[src/design/htpr_pkg.sv]
// shared types, constants and helpers for the head/tail packet receiver
package htpr_pkg;

	localparam int BYTE_W = 8;
	localparam int PLEN_W = 6;
	localparam int MLEN_W = 3;
	localparam int CNT_W  = 3;
	localparam int POS_W  = 5;
	localparam int DATA_W = 16;
	localparam int ADDR_W = 5;
	localparam int REG_W  = 32;

	localparam logic [2:0] REG_PAYLOAD_LENGTH = 3'd0;
	localparam logic [2:0] REG_FRAME_MODE     = 3'd1;
	localparam logic [2:0] REG_HEADER_LENGTH  = 3'd2;
	localparam logic [2:0] REG_TRAILER_LENGTH = 3'd3;
	localparam logic [2:0] REG_HEADER_BYTES   = 3'd4;
	localparam logic [2:0] REG_TRAILER_BYTES  = 3'd5;

	localparam logic KIND_PAYLOAD = 1'b0;
	localparam logic KIND_DROP    = 1'b1;

	localparam logic [PLEN_W-1:0] RST_PAYLOAD_LENGTH = 6'd8;
	localparam logic [MLEN_W-1:0] RST_MARK_LENGTH    = 3'd2;

	typedef struct packed {
		logic [PLEN_W-1:0] payload_length;
		logic              frame_mode;
		logic [MLEN_W-1:0] header_length;
		logic [MLEN_W-1:0] trailer_length;
		logic [REG_W-1:0]  header_bytes;
		logic [REG_W-1:0]  trailer_bytes;
	} cfg_t;

	typedef struct packed {
		logic sel_trailer;
		logic cnt_inc;
		logic cnt_clr;
		logic idx_clr;
		logic store;
		logic emit_start;
		logic rd_en;
		logic load_pay;
		logic load_drop;
		logic emit_next;
	} cmd_t;

	typedef struct packed {
		logic mark_hit;
		logic mark_full;
		logic pay_full;
		logic index_ok;
		logic emit_last;
		logic out_free;
		logic frame_mode;
	} sts_t;

	typedef enum logic [5:0] {
		ST_HUNT    = 6'b000001,
		ST_PAYLOAD = 6'b000010,
		ST_TRAILER = 6'b000100,
		ST_READ    = 6'b001000,
		ST_LOAD    = 6'b010000,
		ST_DROP    = 6'b100000
	} state_t;

	// mark bytes past the register read as zero
	function automatic logic [BYTE_W-1:0] mark_byte(input logic [REG_W-1:0] marks,
		input logic [CNT_W-1:0] pos);
		logic [BYTE_W-1:0] res;
		begin
			case (pos)
				3'd0: res = marks[7:0];
				3'd1: res = marks[15:8];
				3'd2: res = marks[23:16];
				3'd3: res = marks[31:24];
				default: res = '0;
			endcase
			return res;
		end
	endfunction

endpackage

[src/design/htpr_ram.sv]
// generic single write port ram with registered read
module htpr_ram #(
	parameter int WIDTH = 8,
	parameter int DEPTH = 32
) (
	input  logic                                     clk,
	input  logic                                     we,
	input  logic [((DEPTH > 1) ? $clog2(DEPTH) : 1)-1:0] waddr,
	input  logic [WIDTH-1:0]                         wdata,
	input  logic                                     re,
	input  logic [((DEPTH > 1) ? $clog2(DEPTH) : 1)-1:0] raddr,
	output logic [WIDTH-1:0]                         rdata
);

	logic [WIDTH-1:0] mem_q [DEPTH];
	logic [WIDTH-1:0] rdata_q;

	always_ff @(posedge clk) begin
		if (we) begin
			mem_q[waddr] <= wdata;
		end
		if (re) begin
			rdata_q <= mem_q[raddr];
		end
	end

	assign rdata = rdata_q;

endmodule

[src/design/htpr_regs.sv]
// configuration register file behind the apb port
module htpr_regs import htpr_pkg::*; (
	input  logic              clk,
	input  logic              arst_n,
	input  logic              psel,
	input  logic              penable,
	input  logic              pwrite,
	input  logic [ADDR_W-1:0] paddr,
	input  logic [REG_W-1:0]  pwdata,
	output logic [REG_W-1:0]  prdata,
	output logic              pready,
	output cfg_t              cfg
);

	cfg_t       cfg_q;
	logic       wr_en;
	logic [2:0] reg_idx;

	assign pready  = 1'b1;
	assign wr_en   = psel & penable & pwrite;
	assign reg_idx = paddr[ADDR_W-1:2];

	always_ff @(posedge clk or negedge arst_n) begin
		if (!arst_n) begin
			cfg_q.payload_length <= RST_PAYLOAD_LENGTH;
			cfg_q.frame_mode     <= 1'b0;
			cfg_q.header_length  <= RST_MARK_LENGTH;
			cfg_q.trailer_length <= RST_MARK_LENGTH;
			cfg_q.header_bytes   <= '0;
			cfg_q.trailer_bytes  <= '0;
		end else if (wr_en) begin
			case (reg_idx)
				REG_PAYLOAD_LENGTH: cfg_q.payload_length <= pwdata[PLEN_W-1:0];
				REG_FRAME_MODE:     cfg_q.frame_mode     <= pwdata[0];
				REG_HEADER_LENGTH:  cfg_q.header_length  <= pwdata[MLEN_W-1:0];
				REG_TRAILER_LENGTH: cfg_q.trailer_length <= pwdata[MLEN_W-1:0];
				REG_HEADER_BYTES:   cfg_q.header_bytes   <= pwdata;
				REG_TRAILER_BYTES:  cfg_q.trailer_bytes  <= pwdata;
				default: ;
			endcase
		end
	end

	always_comb begin
		case (reg_idx)
			REG_PAYLOAD_LENGTH: prdata = {{(REG_W-PLEN_W){1'b0}}, cfg_q.payload_length};
			REG_FRAME_MODE:     prdata = {{(REG_W-1){1'b0}}, cfg_q.frame_mode};
			REG_HEADER_LENGTH:  prdata = {{(REG_W-MLEN_W){1'b0}}, cfg_q.header_length};
			REG_TRAILER_LENGTH: prdata = {{(REG_W-MLEN_W){1'b0}}, cfg_q.trailer_length};
			REG_HEADER_BYTES:   prdata = cfg_q.header_bytes;
			REG_TRAILER_BYTES:  prdata = cfg_q.trailer_bytes;
			default:            prdata = '0;
		endcase
	end

	assign cfg = cfg_q;

endmodule

[src/design/htpr_datapath.sv]
// counters, mark compare, payload store and output register
module htpr_datapath import htpr_pkg::*; #(
	parameter int PAYLOAD_MAX = 32,
	parameter int MARK_MAX    = 4
) (
	input  logic              clk,
	input  logic              arst_n,
	input  cfg_t              cfg,
	input  cmd_t              cmd,
	input  logic [BYTE_W-1:0] rx_byte,
	input  logic              m_tready,
	output logic              m_tvalid,
	output logic [DATA_W-1:0] m_tdata,
	output logic              m_tlast,
	output logic              m_tuser,
	output sts_t              sts
);

	localparam int RAM_AW = (PAYLOAD_MAX > 1) ? $clog2(PAYLOAD_MAX) : 1;

	logic [CNT_W-1:0]  cnt_q;
	logic [PLEN_W-1:0] idx_q;
	logic [PLEN_W-1:0] emit_q;
	logic [PLEN_W-1:0] plen_q;
	logic              out_valid_q;
	logic              out_kind_q;
	logic              out_last_q;
	logic [BYTE_W-1:0] out_byte_q;
	logic [POS_W-1:0]  out_pos_q;

	logic [PLEN_W:0]   plen_ext;
	logic [PLEN_W-1:0] plen;
	logic [MLEN_W:0]   hlen_ext;
	logic [MLEN_W:0]   tlen_ext;
	logic [MLEN_W-1:0] mlen;
	logic [CNT_W-1:0]  cnt_nxt;
	logic [PLEN_W-1:0] idx_nxt;
	logic [PLEN_W-1:0] emit_nxt;
	logic [REG_W-1:0]  marks;
	logic              store_we;
	logic [BYTE_W-1:0] rd_byte;

	// length clamps
	always_comb begin
		plen_ext = {1'b0, cfg.payload_length};
		if (plen_ext == '0) begin
			plen_ext = (PLEN_W+1)'(1);
		end else if (plen_ext > (PLEN_W+1)'(PAYLOAD_MAX)) begin
			plen_ext = (PLEN_W+1)'(PAYLOAD_MAX);
		end
		hlen_ext = {1'b0, cfg.header_length};
		if (hlen_ext == '0) begin
			hlen_ext = (MLEN_W+1)'(1);
		end else if (hlen_ext > (MLEN_W+1)'(MARK_MAX)) begin
			hlen_ext = (MLEN_W+1)'(MARK_MAX);
		end
		tlen_ext = {1'b0, cfg.trailer_length};
		if (tlen_ext == '0) begin
			tlen_ext = (MLEN_W+1)'(1);
		end else if (tlen_ext > (MLEN_W+1)'(MARK_MAX)) begin
			tlen_ext = (MLEN_W+1)'(MARK_MAX);
		end
	end

	assign plen     = plen_ext[PLEN_W-1:0];
	assign mlen     = cmd.sel_trailer ? tlen_ext[MLEN_W-1:0] : hlen_ext[MLEN_W-1:0];
	assign marks    = cmd.sel_trailer ? cfg.trailer_bytes : cfg.header_bytes;
	assign cnt_nxt  = cnt_q + CNT_W'(1);
	assign idx_nxt  = idx_q + PLEN_W'(1);
	assign emit_nxt = emit_q + PLEN_W'(1);
	assign store_we = cmd.store && ({1'b0, idx_q} < (PLEN_W+1)'(PAYLOAD_MAX));

	assign sts.mark_hit   = (rx_byte == mark_byte(marks, cnt_q));
	assign sts.mark_full  = (cnt_nxt >= mlen);
	assign sts.pay_full   = (idx_nxt >= plen);
	assign sts.index_ok   = (idx_q == plen);
	assign sts.emit_last  = (emit_nxt == plen_q);
	assign sts.out_free   = !out_valid_q || m_tready;
	assign sts.frame_mode = cfg.frame_mode;

	always_ff @(posedge clk or negedge arst_n) begin
		if (!arst_n) begin
			cnt_q  <= '0;
			idx_q  <= '0;
			emit_q <= '0;
			plen_q <= '0;
		end else begin
			if (cmd.cnt_clr) begin
				cnt_q <= '0;
			end else if (cmd.cnt_inc) begin
				cnt_q <= cnt_nxt;
			end
			if (cmd.idx_clr) begin
				idx_q <= '0;
			end else if (cmd.store) begin
				idx_q <= idx_nxt;
			end
			if (cmd.emit_start) begin
				emit_q <= '0;
				plen_q <= plen;
			end else if (cmd.emit_next) begin
				emit_q <= emit_nxt;
			end
		end
	end

	htpr_ram #(
		.WIDTH(BYTE_W),
		.DEPTH(PAYLOAD_MAX)
	) u_store (
		.clk  (clk),
		.we   (store_we),
		.waddr(idx_q[RAM_AW-1:0]),
		.wdata(rx_byte),
		.re   (cmd.rd_en),
		.raddr(emit_q[RAM_AW-1:0]),
		.rdata(rd_byte)
	);

	// output register, parts the emitter from the downstream stall
	always_ff @(posedge clk or negedge arst_n) begin
		if (!arst_n) begin
			out_valid_q <= 1'b0;
		end else if (cmd.load_pay || cmd.load_drop) begin
			out_valid_q <= 1'b1;
		end else if (m_tready) begin
			out_valid_q <= 1'b0;
		end
	end

	always_ff @(posedge clk) begin
		if (cmd.load_pay) begin
			out_kind_q <= KIND_PAYLOAD;
			out_byte_q <= rd_byte;
			out_pos_q  <= emit_q[POS_W-1:0];
			out_last_q <= sts.emit_last;
		end else if (cmd.load_drop) begin
			out_kind_q <= KIND_DROP;
			out_byte_q <= '0;
			out_pos_q  <= '0;
			out_last_q <= 1'b1;
		end
	end

	assign m_tvalid = out_valid_q;
	assign m_tuser  = out_kind_q;
	assign m_tlast  = out_last_q;
	assign m_tdata  = {{(DATA_W-POS_W-BYTE_W){1'b0}}, out_pos_q, out_byte_q};

endmodule

[src/design/htpr_ctrl.sv]
// deframing and emission sequencer
module htpr_ctrl import htpr_pkg::*; (
	input  logic clk,
	input  logic arst_n,
	input  logic s_tvalid,
	output logic s_tready,
	input  sts_t sts,
	output cmd_t cmd
);

	state_t state_q;
	state_t state_nxt;
	logic   acc;

	assign s_tready = (state_q == ST_HUNT) || (state_q == ST_PAYLOAD) ||
		(state_q == ST_TRAILER);
	assign acc = s_tvalid && s_tready;

	always_comb begin
		cmd       = '0;
		state_nxt = state_q;
		case (state_q)
			ST_HUNT: begin
				if (acc) begin
					if (sts.mark_hit) begin
						cmd.cnt_inc = 1'b1;
						if (sts.mark_full) begin
							cmd.cnt_clr = 1'b1;
							cmd.idx_clr = 1'b1;
							state_nxt   = ST_PAYLOAD;
						end
					end else begin
						cmd.cnt_clr = 1'b1;
					end
				end
			end
			ST_PAYLOAD: begin
				if (acc) begin
					cmd.store = 1'b1;
					if (sts.pay_full) begin
						cmd.cnt_clr = 1'b1;
						if (sts.frame_mode) begin
							state_nxt = ST_TRAILER;
						end else begin
							cmd.idx_clr    = 1'b1;
							cmd.emit_start = 1'b1;
							state_nxt      = ST_READ;
						end
					end
				end
			end
			ST_TRAILER: begin
				cmd.sel_trailer = 1'b1;
				if (acc) begin
					if (sts.mark_hit) begin
						cmd.cnt_inc = 1'b1;
						if (sts.mark_full) begin
							cmd.cnt_clr = 1'b1;
							cmd.idx_clr = 1'b1;
							if (sts.index_ok) begin
								cmd.emit_start = 1'b1;
								state_nxt      = ST_READ;
							end else begin
								state_nxt = ST_DROP;
							end
						end
					end else begin
						cmd.cnt_clr = 1'b1;
						cmd.idx_clr = 1'b1;
						state_nxt   = ST_DROP;
					end
				end
			end
			ST_READ: begin
				cmd.rd_en = 1'b1;
				state_nxt = ST_LOAD;
			end
			ST_LOAD: begin
				if (sts.out_free) begin
					cmd.load_pay  = 1'b1;
					cmd.emit_next = 1'b1;
					state_nxt     = sts.emit_last ? ST_HUNT : ST_READ;
				end
			end
			ST_DROP: begin
				if (sts.out_free) begin
					cmd.load_drop = 1'b1;
					state_nxt     = ST_HUNT;
				end
			end
			default: begin
				state_nxt = ST_HUNT;
			end
		endcase
	end

	always_ff @(posedge clk or negedge arst_n) begin
		if (!arst_n) begin
			state_q <= ST_HUNT;
		end else begin
			state_q <= state_nxt;
		end
	end

endmodule

[src/design/head_tail_packet_receiver_unit.sv]
// top level of the head/tail packet receiver
//
// channel   dir  handshake                  payload
// s_*       in   s_tvalid / s_tready        s_tdata: rx_byte
// m_*       out  m_tvalid / m_tready        m_tdata, m_tlast, m_tuser
// apb       in   psel & penable & pwrite    six registers at 4*i
//
// a byte that completes no packet does not block input; the next byte is taken at once
// a good packet then blocks input while each payload byte gets a registered store read,
// then an output load, and while the output stalls
// a dropped packet blocks input until the output register is free to take the drop result
// reset clears the sequencer, counters and output valid; the payload store is not cleared
// the last result waits in the output register while new bytes are taken
module head_tail_packet_receiver_unit import htpr_pkg::*; #(
	parameter int PAYLOAD_MAX = 32,
	parameter int MARK_MAX    = 4
) (
	input  logic              clk,
	input  logic              arst_n,
	input  logic              s_tvalid,
	output logic              s_tready,
	input  logic [BYTE_W-1:0] s_tdata,  // [7:0] rx_byte
	output logic              m_tvalid,
	input  logic              m_tready,
	output logic [DATA_W-1:0] m_tdata,  // [7:0] payload_byte, [12:8] byte_position
	output logic              m_tlast,  // last_of_run
	output logic              m_tuser,  // [0] result_kind
	input  logic              psel,
	input  logic              penable,
	input  logic              pwrite,
	input  logic [ADDR_W-1:0] paddr,
	input  logic [REG_W-1:0]  pwdata,
	output logic [REG_W-1:0]  prdata,
	output logic              pready
);

	cfg_t cfg;
	cmd_t cmd;
	sts_t sts;

	htpr_regs u_regs (
		.clk    (clk),
		.arst_n (arst_n),
		.psel   (psel),
		.penable(penable),
		.pwrite (pwrite),
		.paddr  (paddr),
		.pwdata (pwdata),
		.prdata (prdata),
		.pready (pready),
		.cfg    (cfg)
	);

	htpr_ctrl u_ctrl (
		.clk     (clk),
		.arst_n  (arst_n),
		.s_tvalid(s_tvalid),
		.s_tready(s_tready),
		.sts     (sts),
		.cmd     (cmd)
	);

	htpr_datapath #(
		.PAYLOAD_MAX(PAYLOAD_MAX),
		.MARK_MAX   (MARK_MAX)
	) u_dp (
		.clk     (clk),
		.arst_n  (arst_n),
		.cfg     (cfg),
		.cmd     (cmd),
		.rx_byte (s_tdata),
		.m_tready(m_tready),
		.m_tvalid(m_tvalid),
		.m_tdata (m_tdata),
		.m_tlast (m_tlast),
		.m_tuser (m_tuser),
		.sts     (sts)
	);

endmodule

[config.mk]
export PLATFORM = sky130hd
export DESIGN_NAME = head_tail_packet_receiver_unit
export DESIGN_NICKNAME = d
export VERILOG_FILES = /design/src/design/htpr_pkg.sv /design/src/design/htpr_ram.sv /design/src/design/htpr_regs.sv /design/src/design/htpr_datapath.sv /design/src/design/htpr_ctrl.sv /design/src/design/head_tail_packet_receiver_unit.sv
export SDC_FILE = /design/constraint.sdc
export NUM_CORES = 1
export LEC_CHECK = 0
export ABC_AREA = 1
export BUFFER_PORTS_ARGS = -buffer_cell sky130_fd_sc_hd__buf_2
export CAP_MARGIN = 25
export CORE_ASPECT_RATIO = 1.25
export CORE_MARGIN = 4
export CORE_UTILIZATION = 34
export CTS_BUF_LIST = sky130_fd_sc_hd__clkbuf_4
export DETAILED_ROUTE_END_ITERATION = 16
export GPL_TIMING_DRIVEN = 0
export MAX_ROUTING_LAYER = met4
export PLACE_DENSITY = 0.6
export SYNTH_ARGS = -nofsm -noshare
export SYNTH_HDL_FRONTEND = slang
export SYNTH_SLANG_ARGS = --single-unit
[constraint.sdc]
create_clock -name clk -period 2.8 [get_ports clk]
set_clock_uncertainty 0.2 [all_clocks]
set_input_delay 0.56 -clock clk [delete_from_list [all_inputs] [get_ports clk]]
set_output_delay 0.56 -clock clk [all_outputs]
set_load 0.005 [all_outputs]
# --- Word-level counts from Yosys, hierarchy flattened ---
# Memory sizes are Yosys's and may differ from the RTL's. A register that Yosys moved wholly into a read port is not among the register bits.
# Cells that the tools add are included.
classes:
  bitwise: 2
  reduce_logical: 24
  n_eq_ne: 26
  mux: 64
  n_addsub: 3
  order_cmp: 6
op_table:
  columns: ["operator", "n"]
  rows:
  - ["32-bit case mux with 6 select lines", 1]
  - ["6-bit two-way mux", 17]
  - ["6-bit case mux with 6 select lines", 1]
  - ["32-bit two-way mux", 1]
  - ["8-bit case mux with 4 select lines", 1]
  - ["3-bit two-way mux", 9]
  - ["1-bit two-way mux", 21]
  - ["8-bit two-way mux", 2]
  - ["6-bit by 1-bit adder with 6-bit output (second input constant)", 2]
  - ["3-bit by 2-bit == test with 1-bit output (second input constant)", 4]
  - ["6-bit == test", 2]
  - ["3-bit zero test", 4]
  - ["4-bit two-way mux", 3]
  - ["2-bit AND reduction", 6]
  - ["5-bit two-way mux", 2]
  - ["2-bit inequality test (second input constant)", 5]
  - ["2-bit nonzero test", 5]
  - ["9-bit AND reduction", 1]
  - ["8-bit == test", 1]
  - ["3-bit by 1-bit == test with 1-bit output (second input constant)", 2]
  - ["3-bit == test (second input constant)", 2]
  - ["6-bit by 1-bit == test with 1-bit output (second input constant)", 1]
  - ["6-bit by 2-bit == test with 1-bit output (second input constant)", 1]
  - ["6-bit by 3-bit == test with 1-bit output (second input constant)", 1]
  - ["19 further kinds", 30]
word_totals:
  wordCells: 142
  inputBits: 52
  mem_count: 1
  reg_bits: 120
  ram_bits: 256
memory_table:
  columns: ["memory", "words", "width", "read_ports", "rd_clocked_by_memory_dff", "wr", "line", "source"]
  rows:
  - ["u_dp.u_store.mem_q", 32, 8, 1, 1, 1, "htpr_ram.sv:15", "logic [WIDTH-1:0] mem_q [DEPTH];"]

# --- Depth between registers and ports, before layout ---
# Gate-level depths: netlist (run 1).
depth:
  ltp_word: 11
  depth_mapped: 20
  ltp_nobuf: 18

# --- Modules after synthesis ---
# A second synthesis (run 1) with hierarchy kept.
unflattened:
  hier_cells: 1894
  hier_area_um2: 18031.0
modules_own_cells:
  columns: ["mod", "area_each_um2", "cells_each", "n_inst"]
  rows:
  - ["htpr_ram", 10866.7, 922, 1]
  - ["htpr_regs", 3579.7, 428, 1]
  - ["htpr_datapath", 2960.3, 452, 1]
  - ["htpr_ctrl", 624.3, 92, 1]

# --- Least setup slack after synthesis (run 1) ---
# OpenSTA, ideal clock, no wires.
synth_path:
  path_type: "reg2reg"
  start: "reg u_ctrl.state_q[1]"
  end: "reg u_dp.plen_q[4]"
  setup_time_ps: 118
  path_slack_ps: -135
  n_path_buf: 2
  path_stages_with_launch: 19
  arrival_ps: 2617
  path_cell_list: "dfrtp_1 nor2_4 nand3_4 buf_2 or2_2 o22ai_1 inv_1 ha_1 nand2_1 o21ai_0 a31oi_1 nor2_1 nand3_1 inv_2 nand2_2 nand2_2 buf_6 nand2_1 nand2_1"
synth_via:
  elab_chain_len: 8
  word_cells_on_any_way: 17
synth_rtl:
  columns: ["item", "line", "source"]
  rows:
  - ["start, declared", "htpr_ctrl.sv:11", "state_t state_q;"]
  - ["start signal, assigned", "htpr_ctrl.sv:101", "state_q <= state_nxt;"]
  - ["6-bit by 3-bit == test with 1-bit output", "htpr_ctrl.sv:16, htpr_ctrl.sv:22", null]
  - ["1-bit two-way mux", "htpr_ctrl.sv:22", "case (state_q)"]
  - ["32-bit two-way mux or 3-bit two-way mux (tied branches)", "htpr_datapath.sv:67, htpr_datapath.sv:66", null]
  - ["8-bit case mux with 4 select lines or 3-bit >= comparator (tied branches)", "htpr_pkg.sv:72, htpr_datapath.sv:74", null]
  - ["8-bit == test or 1-bit two-way mux (tied branches)", "htpr_datapath.sv:73, htpr_ctrl.sv:57", null]
  - ["1-bit two-way mux", "htpr_ctrl.sv:55", "if (sts.mark_hit) begin"]
  - ["1-bit two-way mux", "htpr_ctrl.sv:54", "if (acc) begin"]
  - ["1-bit case mux with 2 select lines *", "htpr_ctrl.sv:22", null]
  - ["end signal, assigned", "htpr_datapath.sv:100", "plen_q <= plen;"]
  - ["end, declared", "htpr_datapath.sv:24", "logic [PLEN_W-1:0] plen_q;"]
# Mark *: on every way between the ends. The rest lies on a longest branch, timed or not.
# A chain may end at the register's enable or synchronous reset.

# --- Final worst setup path (run 1) ---
layout_path:
  start: "reg u_ctrl.state_q[5]"
  end: "reg u_dp.emit_q[0]"
layout_via:
  elab_chain_len: 9
  word_cells_on_any_way: 21
layout_rtl:
  columns: ["item", "line", "source"]
  rows:
  - ["6-bit by 3-bit == test with 1-bit output", "htpr_ctrl.sv:16, htpr_ctrl.sv:22", null]
  - ["1-bit two-way mux", "htpr_ctrl.sv:22", null]
  - ["32-bit two-way mux or 3-bit two-way mux (tied branches)", "htpr_datapath.sv:67, htpr_datapath.sv:66", null]
  - ["8-bit case mux with 4 select lines or 3-bit >= comparator (tied branches)", "htpr_pkg.sv:72, htpr_datapath.sv:74", null]
  - ["8-bit == test or 1-bit two-way mux (tied branches)", "htpr_datapath.sv:73, htpr_ctrl.sv:57", null]
  - ["1-bit two-way mux", "htpr_ctrl.sv:55", null]
  - ["1-bit two-way mux", "htpr_ctrl.sv:54", null]
  - ["1-bit case mux with 2 select lines", "htpr_ctrl.sv:22", null]
  - ["6-bit two-way mux or 2-bit nonzero test (tied branches)", null, null]
  - ["end signal, assigned", "htpr_datapath.sv:102", "emit_q <= emit_nxt;"]
  - ["end, declared", "htpr_datapath.sv:23", "logic [PLEN_W-1:0] emit_q;"]
# Several ways; a longest one is shown, not always the timed one.

==> results of run 1 <==
[cell usage in the layout, fill, tap and decap left out, drive strengths merged, types with 13 or more instances in the layout]
master / n
edfxtp: 278
nor2: 259
o21ai: 235
nand2: 235
clkbuf: 216
inv: 148
buf: 144
dfrtp: 101
nand3: 73
o221ai: 49
o22ai: 49
dlygate4sd3: 41
clkinv: 28
nand4: 21
ha: 19
a21oi: 16
nor3: 13
[per-layer routing]
layer | GRT usage | vias to the layer above | routed length [um]
li1 | - | 6356 | -
met4 | 0.08980 | 0 | 2349
met5 | - | - | 0
met1 | 0.2382 | 6827 | 21370
met2 | 0.3579 | 582 | 28400
met3 | 0.03487 | 138 | 3323
[area by class of cell]
cell class	count	share of cell area
clock inverter	32	0.01094
sequential	384	0.5231
buffer	86	0.02134
tap	651	0.03871
multi-input combinational	1020	0.2701
clock buffer	146	0.05208
inverter	148	0.02681
antenna	3	0.0003567
timing repair buffer	169	0.05654
[where the power goes]
group | total, W | switching, W | internal (W)
sequential | 0.00655 | 0.000141 | 0.00640
clock | 0.00511 | 0.00235 | 0.00275
combinational | 0.00228 | 0.00154 | 0.000730
[worst max-delay path by stage]
stage | start | endpoint | slack, ps
after CTS | u_ctrl.state_q[5] | s_tready | -120
final | u_ctrl.state_q[5] | u_dp.emit_q[0] | -130
after global routing | u_ctrl.state_q[4] | u_dp.emit_q[1] | -260
after floorplan | u_ctrl.state_q[0] | u_dp.plen_q[4] | -8
after global placement | u_ctrl.state_q[4] | u_dp.u_store.mem_q[6][0] | -820
after detailed placement | u_ctrl.state_q[4] | u_dp.u_store.mem_q[6][2] | -800
[stage by stage]
step / setup slack, ps / total power, W
after floorplan: -7.840 / 0.007807
after detailed placement: -797.0 / 0.008659
final: -128.1 / 0.01393
after global routing: -258.2 / 0.01456
after global placement: -815.4 / 0.008610
after CTS: -122.9 / 0.01393
[worst max-delay path, stage by stage (launching register included)]
cell	delay, ps
dfrtp_1	400
nor2_4	130
buf_6	130
nand3_4	110
buf_8	150
or2_4	240
o22ai_2	150
inv_2	60
ha_4	270
nand2_2	40
o21ai_2	150
a31oi_4	60
nor2_2	130
nand3_2	90
inv_2	120
nand2_4	70
nand2_4	90
buf_6	130
nor3_1	40
[repair_timing]
item | in CTS | in global routing
cloned | 1 | 0
endpoints found under the setup margin | 340 | 315
setup buffers | 21 | 7
pin swaps | 11 | 11
hold buffers | 41 | 0
resized for setup | 164 | 56
hold endpoints to repair | 141 | 0
[state kept, by name (all words and copies together), names as in the netlist]
| register | flops |
|---|---|
| u_dp.u_store.mem_q | 256 |
| u_regs.cfg | 77 |
| u_dp.out_byte_q | 8 |
| u_dp.u_store.rdata | 8 |
| u_ctrl.state_q | 6 |
| u_dp.emit_q | 6 |
| u_dp.idx_q | 6 |
| u_dp.plen_q | 6 |
| u_dp.out_pos_q | 5 |
| u_dp.cnt_q | 3 |
| u_dp.m_tlast | 1 |
| u_dp.m_tuser | 1 |
| u_dp.m_tvalid | 1 |
[logic make-up after synthesis]
logic type	after synthesis
buffers and inverters	239
other	2
DFF	384
xor gates and xnor gates	13
and+or+nand+nor	610
adders and majority gates	19
AOI/OAI and AO/OA	374
==> results.txt, run 1 <==
Async S/R FF share, synth: 0.2734
Slew of the pin with the lowest slew margin: 874.2 ps
Die width: 208.0 um
R2R setup slack: -130 ps
Hold path startpoint: pwrite
Die ar.: 53670 um^2
Final Worst Setup Slack: -128.1 ps
Number of H-tree branching levels: 3
Wirelength per Cell: 21.01 um
Non-filler cells, final: 2639
Initial antenna violation count: 1
Via density: 5.268
Max-Cap Viols: 0
Slew Limit Headroom: 0.4172
R2R Path Start: u_ctrl.state_q[5]
First-pass GRT wire length: 82930 um
Final instance area: 21040 um^2
Syn avg cell area: 10.36 um^2
Worst reg2reg path depth: 18
Total track usage: 0.2069
Hold Path Class: primary input to flop
Sequential fraction of the synthesis area: 0.6470
Gate Count Post-Synth: 1641
Fin. max-slew vios: 0
Fin crit share: 1.046
Critical path fanouts, max: 5
Worst Hold Depth: 5
Failing checks: negative setup slack
Final net count: 1977
Synth cell count leaders: edfxtp_1 (278), nor2_1 (254), o21ai_0 (234)
CTS Buffer Depth: 3
Post-synthesis adder-cell area fraction: 0.01398
Xor/xnor share of the synthesized area: 0.006697
Filler Cell Count: 4878
Placed Cells: 2394
Largest family of logic cells by synthesized area: simple AND/OR/NAND/NOR gates
RR Endpoint: u_dp.emit_q[0]
EDFF count, synth: 278
Synth Warn #: 0
Status: complete, but fails checks
CP Capture Type: flop
Fin Setup TNS: -1519 ps
Final Util: 0.4259
Worst hold margin: 88.35 ps
Share of the synthesized area in the top cell type: 0.4910
Count leader, synth: edfxtp_1
Final setup fails: 22
Arr. time, crit path: 3410 ps
DR pass1 iterations: 6
Multi-input logic area: 5684 um^2
Fin crit period: 2928 ps
Top FF cell, synth: edfxtp_1
Leak: 8.241 nW
Total CTS buffers: 97
I/O pin count: 105
Largest cells by area after synthesis: edfxtp_1 (49%), dfrtp_1 (15%), o21ai_0 (6.9%)
TritonCTS Sinks: 384
Fmax: 341.5 MHz
Routability cong.: 0.9350
Synthesized area: 17000 um^2
Mux cell area share after synthesis: 0
Register area: 11010 um^2
Starting DRT DRC Count: 990
Worst IR drop on VDD: 0.4121 mV
Vias: 13900
Starting Density: 0.3441
RSZ-0062 raised after global routing: yes
Req. time, crit path: 3280 ps
Simple-Gate Fraction of Synth Area: 0.1481
Dpl cell area: 18380 um^2
Layout area overhead: 23.77%
TritonCTS clock tree: built
Hold Violations, Final: 0
DR DRC count: 0
Core area: 49410 um^2
Worst skew pair latency: 840 ps
Yosys reg bits: 384
Clock root buffer: clkbuf_4
Cell taking the most area after synthesis: edfxtp_1
Cell Rows: 91
Hold Path End: u_regs.cfg[76]
Startpoint Class: flop
CTS clk-pin slew, worst paths: 70 ps
PD cells: 661.8 nW/um^2
Die Height: 258.0 um
Synth cell types: 41
ANT nets after route: 0
Synth Area in Compound Gates: 0.1283
IO Port Bufs: 98
Largest net degree at the start of global routing: 54
GRT Residual Overflow: 0
DP HPWL: 36490 um
Critical path type: flop to flop
Vias in the first global route: 13940
WL final: 55440 um
Share of post-route cells with drive strength above 1: 0.2317
Note: power is estimated with default switching activity, not from simulation.
==> inputs of run 2 (changes only) <==
SETUP_SLACK_MARGIN = 0.3   (was default)
==> run 2 against run 1 <==
- the flow still finishes with violations (negative setup slack)
- sequential share of layout area down 3.0 points
- core utilization is 2.6 points higher
- non-clock buffer count up 65
- register-to-register slack worse by 20 ps
- cell count rose by 2.2%
- first-iteration DRC count rose by 7.4%
- die area is the same
- critical path depth decreased by 10
- global-route usage down 0.14 points
- power rose by 0.34%
- critical path type is now flop to output pin
- largest power group unchanged
==> results.txt, run 2 (synthesized netlist as in run 1, its figures left out) <==
Commonest non-fill, non-tap cell in the layout: edfxtp_1
PD cells: 625.5 nW/um^2 (-5.5%)
Slew Limit Headroom: 0.4430 (+0.02578)
Filler Cell Count: 4599 (-5.7%)
Share of post-route cells with drive strength above 1: 0.2999 (+0.06816)
Arr. time, crit path: 2200 ps (-1210 ps)
WL final: 55480 um (about the same)
Fin crit period: 2964 ps (+35.90 ps)
Largest net degree at the start of global routing: 61 (+13%)
GRT Residual Overflow: 0 (unchanged)
DP HPWL: 35650 um (-2.3%)
Biggest register: u_dp.u_store.mem_q
Fin crit share: 1.059 (+0.01282)
Hold Path Class: primary input to async pin
DR pass1 iterations: 5 (-1)
CTS clk-pin slew, worst paths: 70 ps (about the same)
TritonCTS Sinks: 384 (unchanged)
Starting Density: 0.3441 (unchanged)
Req. time, crit path: 2040 ps (-1240 ps)
Critical Path Most Common Cell: buf_6
Initial antenna violation count: 2 (+1)
Total CTS buffers: 96 (-1.0%)
Fin Setup TNS: -2159 ps (-639.4 ps)
TritonCTS clock tree: built
Worst IR drop on VDD: 0.3586 mV (-13%)
ANT nets after route: 0 (unchanged)
CP max stage delay: 410 ps (about the same)
Slowest-stage cell, CP: dfrtp_1
Worst skew pair latency: 860 ps (+20 ps)
Startpoint Class: flop
Max-Cap Viols: 0 (unchanged)
I/O pin count: 105 (unchanged)
Clock root buffer: clkbuf_4
DR DRC count: 0 (unchanged)
Vias in the first global route: 14080 (+0.98%)
Final setup fails: 23 (+4.5%)
Number of H-tree branching levels: 3 (unchanged)
CTS Buffer Depth: 3 (unchanged)
Die Height: 258.0 um (unchanged)
Routability cong.: 0.9392 (+0.45%)
Slew of the pin with the lowest slew margin: 835.5 ps (-38.68 ps)
Via density: 5.224 (-0.85%)
Core area: 49410 um^2 (unchanged)
Fin. max-slew vios: 0 (unchanged)
RSZ-0062 raised after global routing: yes
Dpl cell area: 18400 um^2 (about the same)
Critical path type: flop to output pin
Fmax: 337.4 MHz (-1.2%)
Pre-CTS setup slack: -842.3 ps (-45.32 ps)
Largest register FFs: 256 (unchanged)
Layout area overhead: 31.40%
Final net count: 2042 (+3.3%)
IO Port Bufs: 98 (unchanged)
Vias: 14090 (+1.3%)
Status: complete, but fails checks
Failing checks: negative setup slack
Wirelength per Cell: 20.57 um (-2.1%)
Buf+Inv Stages, Crit Path: 4 (-1)
Die ar.: 53670 um^2 (unchanged)
First-pass GRT wire length: 82730 um (-0.24%)
Most frequent cells in the layout: edfxtp_1 (278), o21ai_0 (220), nand2_1 (205)
Hold Violations, Final: 0 (unchanged)
Final Worst Setup Slack: -164.0 ps (-35.90 ps)
Crit path max-delay family: simple AND/OR/NAND/NOR gates
Die width: 208.0 um (unchanged)
CP Capture Type: output pin
Critical path fanouts, max: 3 (-2)
Final Util: 0.4521 (+0.02626)
Final instance area: 22340 um^2 (+6.2%)
Worst hold margin: 79.65 ps (-8.700 ps)
Cell Rows: 91 (unchanged)
Total track usage: 0.2056 (-0.001376)
CP Cell Sequence: nor2_4 -> buf_6 -> buf_6 -> nand4_1 -> nand2_2 -> nor2_2 -> inv_2 -> buf_6
Starting DRT DRC Count: 1063 (+7.4%)
Leak: 8.692 nW (+5.5%)
[run 2: changes by cell type in the layout (fill, tap and decap cells not counted), moves of 14 or more]
cell      previous run  this run
buf_12               1        21
buf_4               27        63
clkbuf_1            33        19
nand2_1            219       205
nand2_2              9        23
nor2_1             214       200
o22ai_1             45        29
[run 2: final cells by class]
cell class                 count  area, um^2  area share
antenna                        2       5.005   0.0002240
buffer                        91       615.6     0.02755
clock buffer                 138        1036     0.04637
clock inverter                33       219.0    0.009801
inverter                     148       570.5     0.02554
multi-input combinational   1021        6125      0.2741
sequential                   384       11010      0.4926
tap                          651       814.5     0.03646
timing repair buffer         229        1951     0.08731
[run 2: path summary, 6_finish.rpt]
kind | from | endpoint | slack, ps | cells past startpoint
hold / removal | arst_n | u_regs.cfg[47] | 80 | 2
setup reg to reg | u_ctrl.state_q[0] | u_dp.plen_q[2] | -150 | 20
max in group asynchronous | arst_n | u_regs.cfg[68] | 1510 | 3
setup / recovery | u_ctrl.state_q[4] | s_tready | -160 | 8
min in group clk | paddr[4] | u_regs.cfg[65] | 80 | 4
hold reg to reg | u_dp.m_tuser | u_dp.m_tuser | 250 | 2
[run 2: through the flow]
stage	power, W	std cells
global placement	0.008602	2392
finish	0.01397	2697
floorplan	0.007810	1643
CTS	0.01391	2672
detailed placement	0.008648	2394
global route	0.01461	2697
[run 2: power breakdown]
part | total (W) | switching, W | internal, W | leakage [nW]
sequential | 0.00654 | 0.000137 | 0.00641 | 3.74
combinational | 0.00255 | 0.00166 | 0.000887 | 4.21
clock | 0.00488 | 0.00234 | 0.00255 | 0.736
[run 2: repair_timing]
item | CTS | global route
gates cloned | 3 | 0
hold buffers | 39 | 0
resized for setup | 305 | 95
pin swaps | 52 | 49
buffers inserted | 65 | 23
setup endpoints to repair | 351 | 334
endpoints found under the hold margin | 172 | 0
[run 2: metal layers]
layer | vias up | GRT usage | routed length (um)
li1 | 6482 | - | -
met1 | 6790 | 0.2355 | 20650
met2 | 662 | 0.3507 | 28590
met3 | 154 | 0.03560 | 3796
met4 | 0 | 0.09984 | 2448
met5 | - | - | 0
